==> src/rtl/mcp_pkg.sv <==
// motor command parser package: character codes, status and direction codes,
// buffer types and the control struct passed from the matcher to the top level
// no dependencies
`default_nettype none

package mcp_pkg;

  localparam int BUF_DEPTH = 10;
  localparam int CNT_W     = $clog2(BUF_DEPTH + 1);
  localparam int DUTY_W    = 10;

  localparam logic [7:0] CHAR_R      = 8'h52;
  localparam logic [7:0] CHAR_L      = 8'h4c;
  localparam logic [7:0] CHAR_MINUS  = 8'h2d;
  localparam logic [7:0] CHAR_PERIOD = 8'h2e;
  localparam logic [7:0] CHAR_ZERO   = 8'h30;
  localparam logic [7:0] CHAR_NINE   = 8'h39;

  localparam logic [CNT_W-1:0] LEN_FWD  = CNT_W'(8);
  localparam logic [CNT_W-1:0] LEN_BWD  = CNT_W'(10);
  localparam logic [CNT_W-1:0] LEN_TURN = CNT_W'(9);

  typedef enum logic [2:0] {
    ST_BYTE      = 3'd0,
    ST_ACCEPT    = 3'd1,
    ST_MALFORMED = 3'd2,
    ST_OVERFLOW  = 3'd3,
    ST_EMPTY     = 3'd4
  } status_t;

  typedef enum logic [1:0] {
    DIR_FWD   = 2'd0,
    DIR_BWD   = 2'd1,
    DIR_RIGHT = 2'd2,
    DIR_LEFT  = 2'd3
  } dir_t;

  typedef logic [BUF_DEPTH-1:0][7:0] char_buf_t;
  typedef logic [CNT_W-1:0]          cnt_t;
  typedef logic [DUTY_W-1:0]         duty_t;

  typedef struct packed {
    logic append;
    logic wipe;
  } buf_ctl_t;

  typedef struct packed {
    status_t status;
    dir_t    direction;
    duty_t   right_duty;
    duty_t   left_duty;
  } result_t;

  function automatic logic is_digit(input logic [7:0] c);
    is_digit = (c >= CHAR_ZERO) && (c <= CHAR_NINE);
  endfunction

  function automatic duty_t three_digits(input logic [7:0] a, input logic [7:0] b,
                                         input logic [7:0] c);
    logic [3:0] da;
    logic [3:0] db;
    logic [3:0] dc;
    da = 4'(a - CHAR_ZERO);
    db = 4'(b - CHAR_ZERO);
    dc = 4'(c - CHAR_ZERO);
    three_digits = DUTY_W'(DUTY_W'(da) * DUTY_W'(100) + DUTY_W'(db) * DUTY_W'(10)
                           + DUTY_W'(dc));
  endfunction

endpackage

`default_nettype wire

==> src/rtl/mcp_if.sv <==
// stream interfaces of the motor command parser: received byte and parse result
// depends on mcp_pkg
`default_nettype none

interface mcp_byte_if;
  logic       valid;
  logic       ready;
  logic [7:0] rx_byte;

  modport source (output valid, output rx_byte, input ready);
  modport sink   (input valid, input rx_byte, output ready);
endinterface

interface mcp_result_if;
  logic                 valid;
  logic                 ready;
  mcp_pkg::status_t     status;
  mcp_pkg::dir_t        direction;
  mcp_pkg::duty_t       right_duty;
  mcp_pkg::duty_t       left_duty;

  modport source (output valid, output status, output direction, output right_duty,
                  output left_duty, input ready);
  modport sink   (input valid, input status, input direction, input right_duty,
                  input left_duty, output ready);
endinterface

`default_nettype wire

==> src/rtl/mcp_matcher.sv <==
// command matcher: classifies one byte against the collected buffer and
// checks the four command shapes on a period; depends on mcp_pkg
`default_nettype none

module mcp_matcher (
  input  wire logic [7:0]         rx_byte,
  input  wire mcp_pkg::char_buf_t char_buf,
  input  wire mcp_pkg::cnt_t      char_count,
  output mcp_pkg::result_t        result,
  output mcp_pkg::buf_ctl_t       ctl
);

  logic is_collected;
  logic is_period;
  logic fit_fwd;
  logic fit_bwd;
  logic fit_right;
  logic fit_left;
  logic [7:0] r0, r1, r2, l0, l1, l2;

  assign is_collected = (rx_byte == mcp_pkg::CHAR_R) || (rx_byte == mcp_pkg::CHAR_L) ||
                        (rx_byte == mcp_pkg::CHAR_MINUS) || mcp_pkg::is_digit(rx_byte);
  assign is_period    = (rx_byte == mcp_pkg::CHAR_PERIOD);

  // RdddLddd
  assign fit_fwd = (char_count == mcp_pkg::LEN_FWD) && (char_buf[0] == mcp_pkg::CHAR_R) &&
                   mcp_pkg::is_digit(char_buf[1]) && mcp_pkg::is_digit(char_buf[2]) &&
                   mcp_pkg::is_digit(char_buf[3]) && (char_buf[4] == mcp_pkg::CHAR_L) &&
                   mcp_pkg::is_digit(char_buf[5]) && mcp_pkg::is_digit(char_buf[6]) &&
                   mcp_pkg::is_digit(char_buf[7]);
  // R-dddL-ddd
  assign fit_bwd = (char_count == mcp_pkg::LEN_BWD) && (char_buf[0] == mcp_pkg::CHAR_R) &&
                   (char_buf[1] == mcp_pkg::CHAR_MINUS) && mcp_pkg::is_digit(char_buf[2]) &&
                   mcp_pkg::is_digit(char_buf[3]) && mcp_pkg::is_digit(char_buf[4]) &&
                   (char_buf[5] == mcp_pkg::CHAR_L) && (char_buf[6] == mcp_pkg::CHAR_MINUS) &&
                   mcp_pkg::is_digit(char_buf[7]) && mcp_pkg::is_digit(char_buf[8]) &&
                   mcp_pkg::is_digit(char_buf[9]);
  // R-dddLddd
  assign fit_right = (char_count == mcp_pkg::LEN_TURN) && (char_buf[0] == mcp_pkg::CHAR_R) &&
                     (char_buf[1] == mcp_pkg::CHAR_MINUS) && mcp_pkg::is_digit(char_buf[2]) &&
                     mcp_pkg::is_digit(char_buf[3]) && mcp_pkg::is_digit(char_buf[4]) &&
                     (char_buf[5] == mcp_pkg::CHAR_L) && mcp_pkg::is_digit(char_buf[6]) &&
                     mcp_pkg::is_digit(char_buf[7]) && mcp_pkg::is_digit(char_buf[8]);
  // RdddL-ddd
  assign fit_left = (char_count == mcp_pkg::LEN_TURN) && (char_buf[0] == mcp_pkg::CHAR_R) &&
                    mcp_pkg::is_digit(char_buf[1]) && mcp_pkg::is_digit(char_buf[2]) &&
                    mcp_pkg::is_digit(char_buf[3]) && (char_buf[4] == mcp_pkg::CHAR_L) &&
                    (char_buf[5] == mcp_pkg::CHAR_MINUS) && mcp_pkg::is_digit(char_buf[6]) &&
                    mcp_pkg::is_digit(char_buf[7]) && mcp_pkg::is_digit(char_buf[8]);

  // digit positions: right at 1 unless signed, left after the L and optional minus
  always_comb begin
    if (fit_bwd || fit_right) begin
      r0 = char_buf[2];
      r1 = char_buf[3];
      r2 = char_buf[4];
    end else begin
      r0 = char_buf[1];
      r1 = char_buf[2];
      r2 = char_buf[3];
    end
    if (fit_fwd) begin
      l0 = char_buf[5];
      l1 = char_buf[6];
      l2 = char_buf[7];
    end else if (fit_bwd) begin
      l0 = char_buf[7];
      l1 = char_buf[8];
      l2 = char_buf[9];
    end else begin
      l0 = char_buf[6];
      l1 = char_buf[7];
      l2 = char_buf[8];
    end
  end

  always_comb begin
    result.status     = mcp_pkg::ST_BYTE;
    result.direction  = mcp_pkg::DIR_FWD;
    result.right_duty = '0;
    result.left_duty  = '0;
    ctl.append        = 1'b0;
    ctl.wipe          = 1'b0;
    if (is_collected) begin
      if (char_count >= mcp_pkg::CNT_W'(mcp_pkg::BUF_DEPTH)) begin
        result.status = mcp_pkg::ST_OVERFLOW;
        ctl.wipe      = 1'b1;
      end else begin
        ctl.append = 1'b1;
      end
    end else if (is_period) begin
      if (char_count == '0) begin
        result.status = mcp_pkg::ST_EMPTY;
      end else begin
        ctl.wipe = 1'b1;
        if (fit_fwd || fit_bwd || fit_right || fit_left) begin
          result.status     = mcp_pkg::ST_ACCEPT;
          result.right_duty = mcp_pkg::three_digits(r0, r1, r2);
          result.left_duty  = mcp_pkg::three_digits(l0, l1, l2);
          if (fit_fwd) begin
            result.direction = mcp_pkg::DIR_FWD;
          end else if (fit_bwd) begin
            result.direction = mcp_pkg::DIR_BWD;
          end else if (fit_right) begin
            result.direction = mcp_pkg::DIR_RIGHT;
          end else begin
            result.direction = mcp_pkg::DIR_LEFT;
          end
        end else begin
          result.status = mcp_pkg::ST_MALFORMED;
        end
      end
    end
  end

endmodule

`default_nettype wire

==> src/rtl/motor_command_parser.sv <==
// motor command parser top level: input register, character buffer and result register
// depends on mcp_pkg, mcp_if and mcp_matcher
//
// usage:
//   rx carries one received ASCII byte per beat; res returns exactly one result
//   beat per input beat, in order (status, direction, right_duty, left_duty).
//   R, L, minus and digits are collected into a ten-character buffer; a period
//   ends a command and yields accepted, malformed or empty status; an eleventh
//   collected byte clears the buffer and yields overflow. direction and duties
//   are zero unless the status is accepted.
// timing:
//   an input beat is captured in the input register, matched against the buffer
//   and placed in the result register when it advances.
//   one beat per cycle is taken in and given out while res takes each result; the
//   buffer is updated together with the result register, so it holds no beat back.
// reset:
//   rst clears the character count and both valid flags; buffer contents need
//   no clearing since only counted characters are ever compared.
// stall:
//   while res is not taken the result holds and the input register keeps one
//   more beat; rx.ready then drops until res moves again.
`default_nettype none

module motor_command_parser (
  input wire logic           clk,
  input wire logic           rst,
  mcp_byte_if.sink           rx,
  mcp_result_if.source       res
);

  logic               in_valid;
  logic [7:0]         in_byte;
  logic               advance;
  mcp_pkg::char_buf_t char_buf;
  mcp_pkg::cnt_t      char_count;
  mcp_pkg::result_t   match;
  mcp_pkg::buf_ctl_t  ctl;
  logic               out_valid;
  mcp_pkg::result_t   out_result;

  assign advance  = in_valid && (!out_valid || res.ready);
  assign rx.ready = !in_valid || advance;

  always_ff @(posedge clk) begin
    if (rst) begin
      in_valid <= 1'b0;
    end else if (rx.ready) begin
      in_valid <= rx.valid;
    end
    if (rx.ready && rx.valid) begin
      in_byte <= rx.rx_byte;
    end
  end

  mcp_matcher u_matcher (
    .rx_byte    (in_byte),
    .char_buf   (char_buf),
    .char_count (char_count),
    .result     (match),
    .ctl        (ctl)
  );

  always_ff @(posedge clk) begin
    if (rst) begin
      char_count <= '0;
    end else if (advance) begin
      if (ctl.wipe) begin
        char_count <= '0;
      end else if (ctl.append) begin
        char_count <= char_count + mcp_pkg::cnt_t'(1);
      end
    end
    if (advance && ctl.append) begin
      char_buf[char_count] <= in_byte;
    end
  end

  always_ff @(posedge clk) begin
    if (rst) begin
      out_valid <= 1'b0;
    end else if (advance) begin
      out_valid <= 1'b1;
    end else if (res.ready) begin
      out_valid <= 1'b0;
    end
    if (advance) begin
      out_result <= match;
    end
  end

  assign res.valid      = out_valid;
  assign res.status     = out_result.status;
  assign res.direction  = out_result.direction;
  assign res.right_duty = out_result.right_duty;
  assign res.left_duty  = out_result.left_duty;

  a_count_range: assert property (@(posedge clk) disable iff (rst)
    char_count <= mcp_pkg::CNT_W'(mcp_pkg::BUF_DEPTH))
    else $error("character count beyond buffer depth");

  a_clear_after_end: assert property (@(posedge clk) disable iff (rst)
    advance && (match.status == mcp_pkg::ST_OVERFLOW || match.status == mcp_pkg::ST_ACCEPT ||
                match.status == mcp_pkg::ST_MALFORMED) |=> char_count == '0)
    else $error("buffer not cleared after command end or overflow");

  a_fields_zero: assert property (@(posedge clk) disable iff (rst)
    out_valid && out_result.status != mcp_pkg::ST_ACCEPT |->
      out_result.direction == mcp_pkg::DIR_FWD && out_result.right_duty == '0 &&
      out_result.left_duty == '0)
    else $error("command fields set without accepted status");

  a_duty_range: assert property (@(posedge clk) disable iff (rst)
    out_valid |-> out_result.right_duty <= mcp_pkg::DUTY_W'(999) &&
                  out_result.left_duty <= mcp_pkg::DUTY_W'(999))
    else $error("duty value above three digits");

  a_empty_keeps_count: assert property (@(posedge clk) disable iff (rst)
    advance && match.status == mcp_pkg::ST_EMPTY |=> char_count == '0)
    else $error("empty terminator changed the count");

endmodule

`default_nettype wire
==> src/flat_wrapper.sv <==
// flat-port wrapper written by rule: the top's interface ports become plain ports
module motor_command_parser_flat 
  (clk, rst, rx_valid, rx_rx_byte, rx_ready, res_valid, res_status, res_direction, res_right_duty, res_left_duty, res_ready);
  mcp_byte_if rx_i ();
  mcp_result_if res_i ();
  input wire logic clk;
  input wire logic rst;
  input wire logic [$bits(rx_i.valid)-1:0] rx_valid;
  input wire logic [$bits(rx_i.rx_byte)-1:0] rx_rx_byte;
  output wire logic [$bits(rx_i.ready)-1:0] rx_ready;
  output wire logic [$bits(res_i.valid)-1:0] res_valid;
  output wire logic [$bits(res_i.status)-1:0] res_status;
  output wire logic [$bits(res_i.direction)-1:0] res_direction;
  output wire logic [$bits(res_i.right_duty)-1:0] res_right_duty;
  output wire logic [$bits(res_i.left_duty)-1:0] res_left_duty;
  input wire logic [$bits(res_i.ready)-1:0] res_ready;
  assign rx_i.valid = rx_valid;
  assign rx_i.rx_byte = rx_rx_byte;
  assign rx_ready = rx_i.ready;
  assign res_valid = res_i.valid;
  assign res_status = res_i.status;
  assign res_direction = res_i.direction;
  assign res_right_duty = res_i.right_duty;
  assign res_left_duty = res_i.left_duty;
  assign res_i.ready = res_ready;
  motor_command_parser u_core (.clk(clk), .rst(rst), .rx(rx_i), .res(res_i));
endmodule
==> config.mk <==
export PLATFORM = sky130hd
export DESIGN_NAME = motor_command_parser_flat
export DESIGN_NICKNAME = d
export VERILOG_FILES = /design/src/rtl/mcp_pkg.sv /design/src/rtl/mcp_if.sv /design/src/rtl/mcp_matcher.sv /design/src/rtl/motor_command_parser.sv /design/src/flat_wrapper.sv
export SDC_FILE = /design/constraint.sdc
export NUM_CORES = 1
export LEC_CHECK = 0
export ABC_AREA = 1
export BUFFER_PORTS_ARGS = -buffer_cell sky130_fd_sc_hd__buf_2
export CAP_MARGIN = 20
export CORE_ASPECT_RATIO = 1.75
export CORE_MARGIN = 3
export CORE_UTILIZATION = 45
export CTS_BUF_LIST = sky130_fd_sc_hd__clkbuf_16
export CTS_CLUSTER_SIZE = 12
export DETAILED_ROUTE_END_ITERATION = 7
export GPL_TIMING_DRIVEN = 0
export PLACE_DENSITY = 0.74
export SETUP_SLACK_MARGIN = 0.02
export SYNTH_ARGS = -nofsm -noshare
export SYNTH_HDL_FRONTEND = slang
export SYNTH_HIERARCHICAL = 1
export SYNTH_SLANG_ARGS = --single-unit
export TNS_END_PERCENT = 10
==> constraint.sdc <==
create_clock -name clk -period 3.9 [get_ports clk]
set_clock_uncertainty 0.2 [all_clocks]
set_input_delay 0.39 -clock clk [delete_from_list [all_inputs] [get_ports clk]]
set_output_delay 0.39 -clock clk [all_outputs]
set_load 0.01 [all_outputs]
==> results.sh <==
export IMPL_initialDrtViolationCount=308
export IMPL_synth_simple_gate_area_share_pct=22.1
export IMPL_design_area_um2=8550
export IMPL_postSynthAreaPerCell_um2=9.65
export IMPL_clk_pin_slew_ns=0.06
export IMPL_failed_checks="negative hold slack, negative setup slack"
export IMPL_grt_pass1_wl_um=24300
export IMPL_htreeDepth=4
export IMPL_critPathCapture="u_core/res.left_duty[9]$_DFFE_PP_"
export IMPL_rows=58
export IMPL_cp_end_kind="flop"
export IMPL_maxCapViolations=0
export IMPL_period_minus_slack_ns=4.31
export IMPL_finalWorstSetupSlack_ns=-0.407
export IMPL_viasPerCell=5.13
export IMPL_initial_core_util_pct=46.5
export IMPL_ir_worst_vdd_v=0.000289
export IMPL_cp_data_required_time_ns=3.87
export IMPL_layout_commonest_cell="nand2_1"
export IMPL_cts_root_buf="clkbuf_16"
export IMPL_antenna_found_initial=0
export IMPL_hp_class="in2reg"
export IMPL_synthesis_nets=773
export IMPL_crit_path_top_delay_cell="edfxtp_1"
export IMPL_ant_nets=0
export IMPL_die_x_um=98.8
export IMPL_worstSkewPairLatency_ns=0.42
export IMPL_crit_path_max_fanout=7
export IMPL_cts_buffers=17
export IMPL_synthXorXnorAreaFrac_pct=1.68
export IMPL_ys_seq_elements=119
export IMPL_synth_fa_ha_area_share_pct=11.7
export IMPL_synth_flop_cell="edfxtp_1"
export IMPL_critPathArrivalTime_ns=4.27
export IMPL_postLayoutCoreUtil_pct=58.6
export IMPL_synth_cells=703
export IMPL_synth_cell_area_um2=6790
export IMPL_tightest_slew_ns=0.941
export IMPL_via_count=5111
export IMPL_leakagePower_nw=3.65
export IMPL_core_region_area_um2=14600
export IMPL_numPortBuffers=38
export IMPL_crit_type="reg2reg"
export IMPL_hold_slack_ns=-0.000669
export IMPL_track_usage_pct=18.8
export IMPL_drcViolationCount=0
export IMPL_clock_sinks=119
export IMPL_synth_edf_count=113
export IMPL_grt_start_max_net_pins=29
export IMPL_grt_pass1_vias=5217
export IMPL_setup_viol=8
export IMPL_status="finished with violations"
export IMPL_synth_top_family_by_area="simple AND/OR/NAND/NOR gates"
export IMPL_wl_um=15200
export IMPL_worst_path_most_repeated_cell="nand2_1"
export IMPL_yosys_warnings=6
export IMPL_synth_compound_area_share_pct=5.01
export IMPL_dpl_hpwl_um=10600
export IMPL_area_delta_synth_final_pct=26.1
export IMPL_tns_ns=-2.03
export IMPL_min_period_over_period_pct=110
export IMPL_diodes=0
export IMPL_die_y_um=168
export IMPL_cts_buffer_depth=2
export IMPL_worstReg2RegStart="u_core/char_buf[25]$_DFFE_PP_"
export IMPL_relSlewSlack_pct=36.8
export IMPL_cp_start_kind="flop"
export IMPL_placed_area_um2=7390
export IMPL_p_per_area_nw_per_um2=355
export IMPL_gp_congestion=0.943
export IMPL_synthMuxAreaShare_pct=0
export IMPL_reg2reg_depth=26
export IMPL_drive_gt1_share_pct=27.9
export IMPL_async_flop_share_pct=0
export IMPL_r2r_end="u_core/res.left_duty[9]$_DFFE_PP_"
export IMPL_firstDrtPassIters=5
export IMPL_cts_tree="done"
export IMPL_num_io_pins=39
export IMPL_grt_ovfl_total=0
export IMPL_fmax_mhz=232
export IMPL_r2r_slack_ns=-0.41
export IMPL_grt_setup_unrepaired="true"
export IMPL_cp_startpoint="u_core/char_buf[25]$_DFFE_PP_"
export IMPL_synth_seq_area_share_pct=51.8
export IMPL_final_nets=873
export IMPL_die_area_um2=16600
export IMPL_final_cell_mix="nand2_1, inv_1, edfxtp_1"
export IMPL_hold_viol=1
export IMPL_slew_viol_final=0
export IMPL_wl_per_cell_um=15.3
export IMPL_slowest_delay_ns=0.41
export IMPL_yosysUniqueCellTypes=40
-- synth_stat cells, types with 2 or more instances --
cell type	n	area share, %
nand2_1	146	8.1
inv_1	125	6.9
edfxtp_1	113	50
nor2_1	76	4.2
ha_1	49	9.0
nand3_1	24	1.8
o21ai_0	24	1.8
nor2_2	23	2.1
a21oi_1	20	1.5
nor3_1	20	1.5
nand4_1	11	1.0
fa_1	9	2.7
xnor2_1	9	1.2
dfxtp_1	6	1.8
nor3_4	5	1.2
o21ai_1	5	0.37
nand2_4	4	0.66
xor2_1	4	0.52
nand3_2	3	0.44
a31oi_1	2	0.18
and2_1	2	0.18
buf_6	2	0.33
inv_2	2	0.11
o311ai_0	2	0.26
or2_2	2	0.18
-- cell families (layout without fill, tap and decap cells) --
logic type	count (synthesis)	count (layout)
AND/OR/NAND/NOR	321	321
buffers and inverters	132	245
flip-flops	119	119
AO/OA/AOI/OAI	60	60
adder cells (fa/ha/maj)	58	58
XOR/XNOR	13	13
-- power by group --
group          internal (mW)  switching, mW
clock network          0.952          0.605
logic                 0.0197         0.0276
registers               1.41         0.0241
total                   2.38          0.656
-- worst max-delay path: cells and delay by family (launching register included) --
family | cells | cell delay (ns)
simple gates | 14 | 1.68
flops | 1 | 0.41
buf+inv | 4 | 0.39
fa+ha+maj | 4 | 0.87
compound gates | 4 | 0.47
-- cell type report --
class,count,area [um2]
fill,1183,6030
sequential,119,3510
multi-input combinational,452,3170
timing repair buffer,81,520
inverter,128,488
clock buffer,17,425
tap,180,225
clock inverter,15,165
buffer,4,42.5
-- metal layers --
metal | up-vias | GRT usage, % | part of all wire, %
li1 | 2513 | - | -
met2 | 161 | 36.1 | 56
met4 | 0 | 11.4 | 5.3
met5 | - | 0 | 0
met3 | 59 | 4.29 | 4.2
met1 | 2378 | 17.4 | 34
-- per-stage QoR --
stage	total power, mW	cells	setup slack [ns]
finish	3.04	996	-0.407
floorplan	1.48	703	-0.0694
global placement	1.50	921	-0.615
global route	3.14	996	-0.584
detailed placement	1.51	926	-0.609
CTS	3.06	988	-0.309
-- worst min-delay path by stage --
stage / startpoint / cells past startpoint / end
final: rst / 2 / u_core/res.valid$_SDFFE_PP0P_
after global routing: rst / 2 / u_core/res.valid$_SDFFE_PP0P_
after floorplan: rst / 1 / u_core/char_count[1]$_SDFFE_PP0P_
after detailed placement: u_core/char_count[3]$_SDFFE_PP0P_ / 2 / u_core/char_count[3]$_SDFFE_PP0P_
after global placement: u_core/char_count[3]$_SDFFE_PP0P_ / 2 / u_core/char_count[3]$_SDFFE_PP0P_
after CTS: rst / 2 / u_core/res.valid$_SDFFE_PP0P_
-- registers in the layout, summed over array words and instances (netlist names) --
name	cells
u_core/in_valid	1
u_core/char_count	4
u_core/res.right_duty	10
u_core/res.status	3
u_core/char_buf	80
u_core/res.direction	2
u_core/res.valid	1
u_core/in_byte	8
u_core/res.left_duty	10
-- timing repair --
action	4_1_cts	5_1_grt
endpoints found under the hold margin	8	0
pin swaps	40	10
gates resized for setup	42	20
setup endpoints to repair	10	10
setup buffers	22	5
hold buffers	8	0
(Power assumes the default switching activity.)
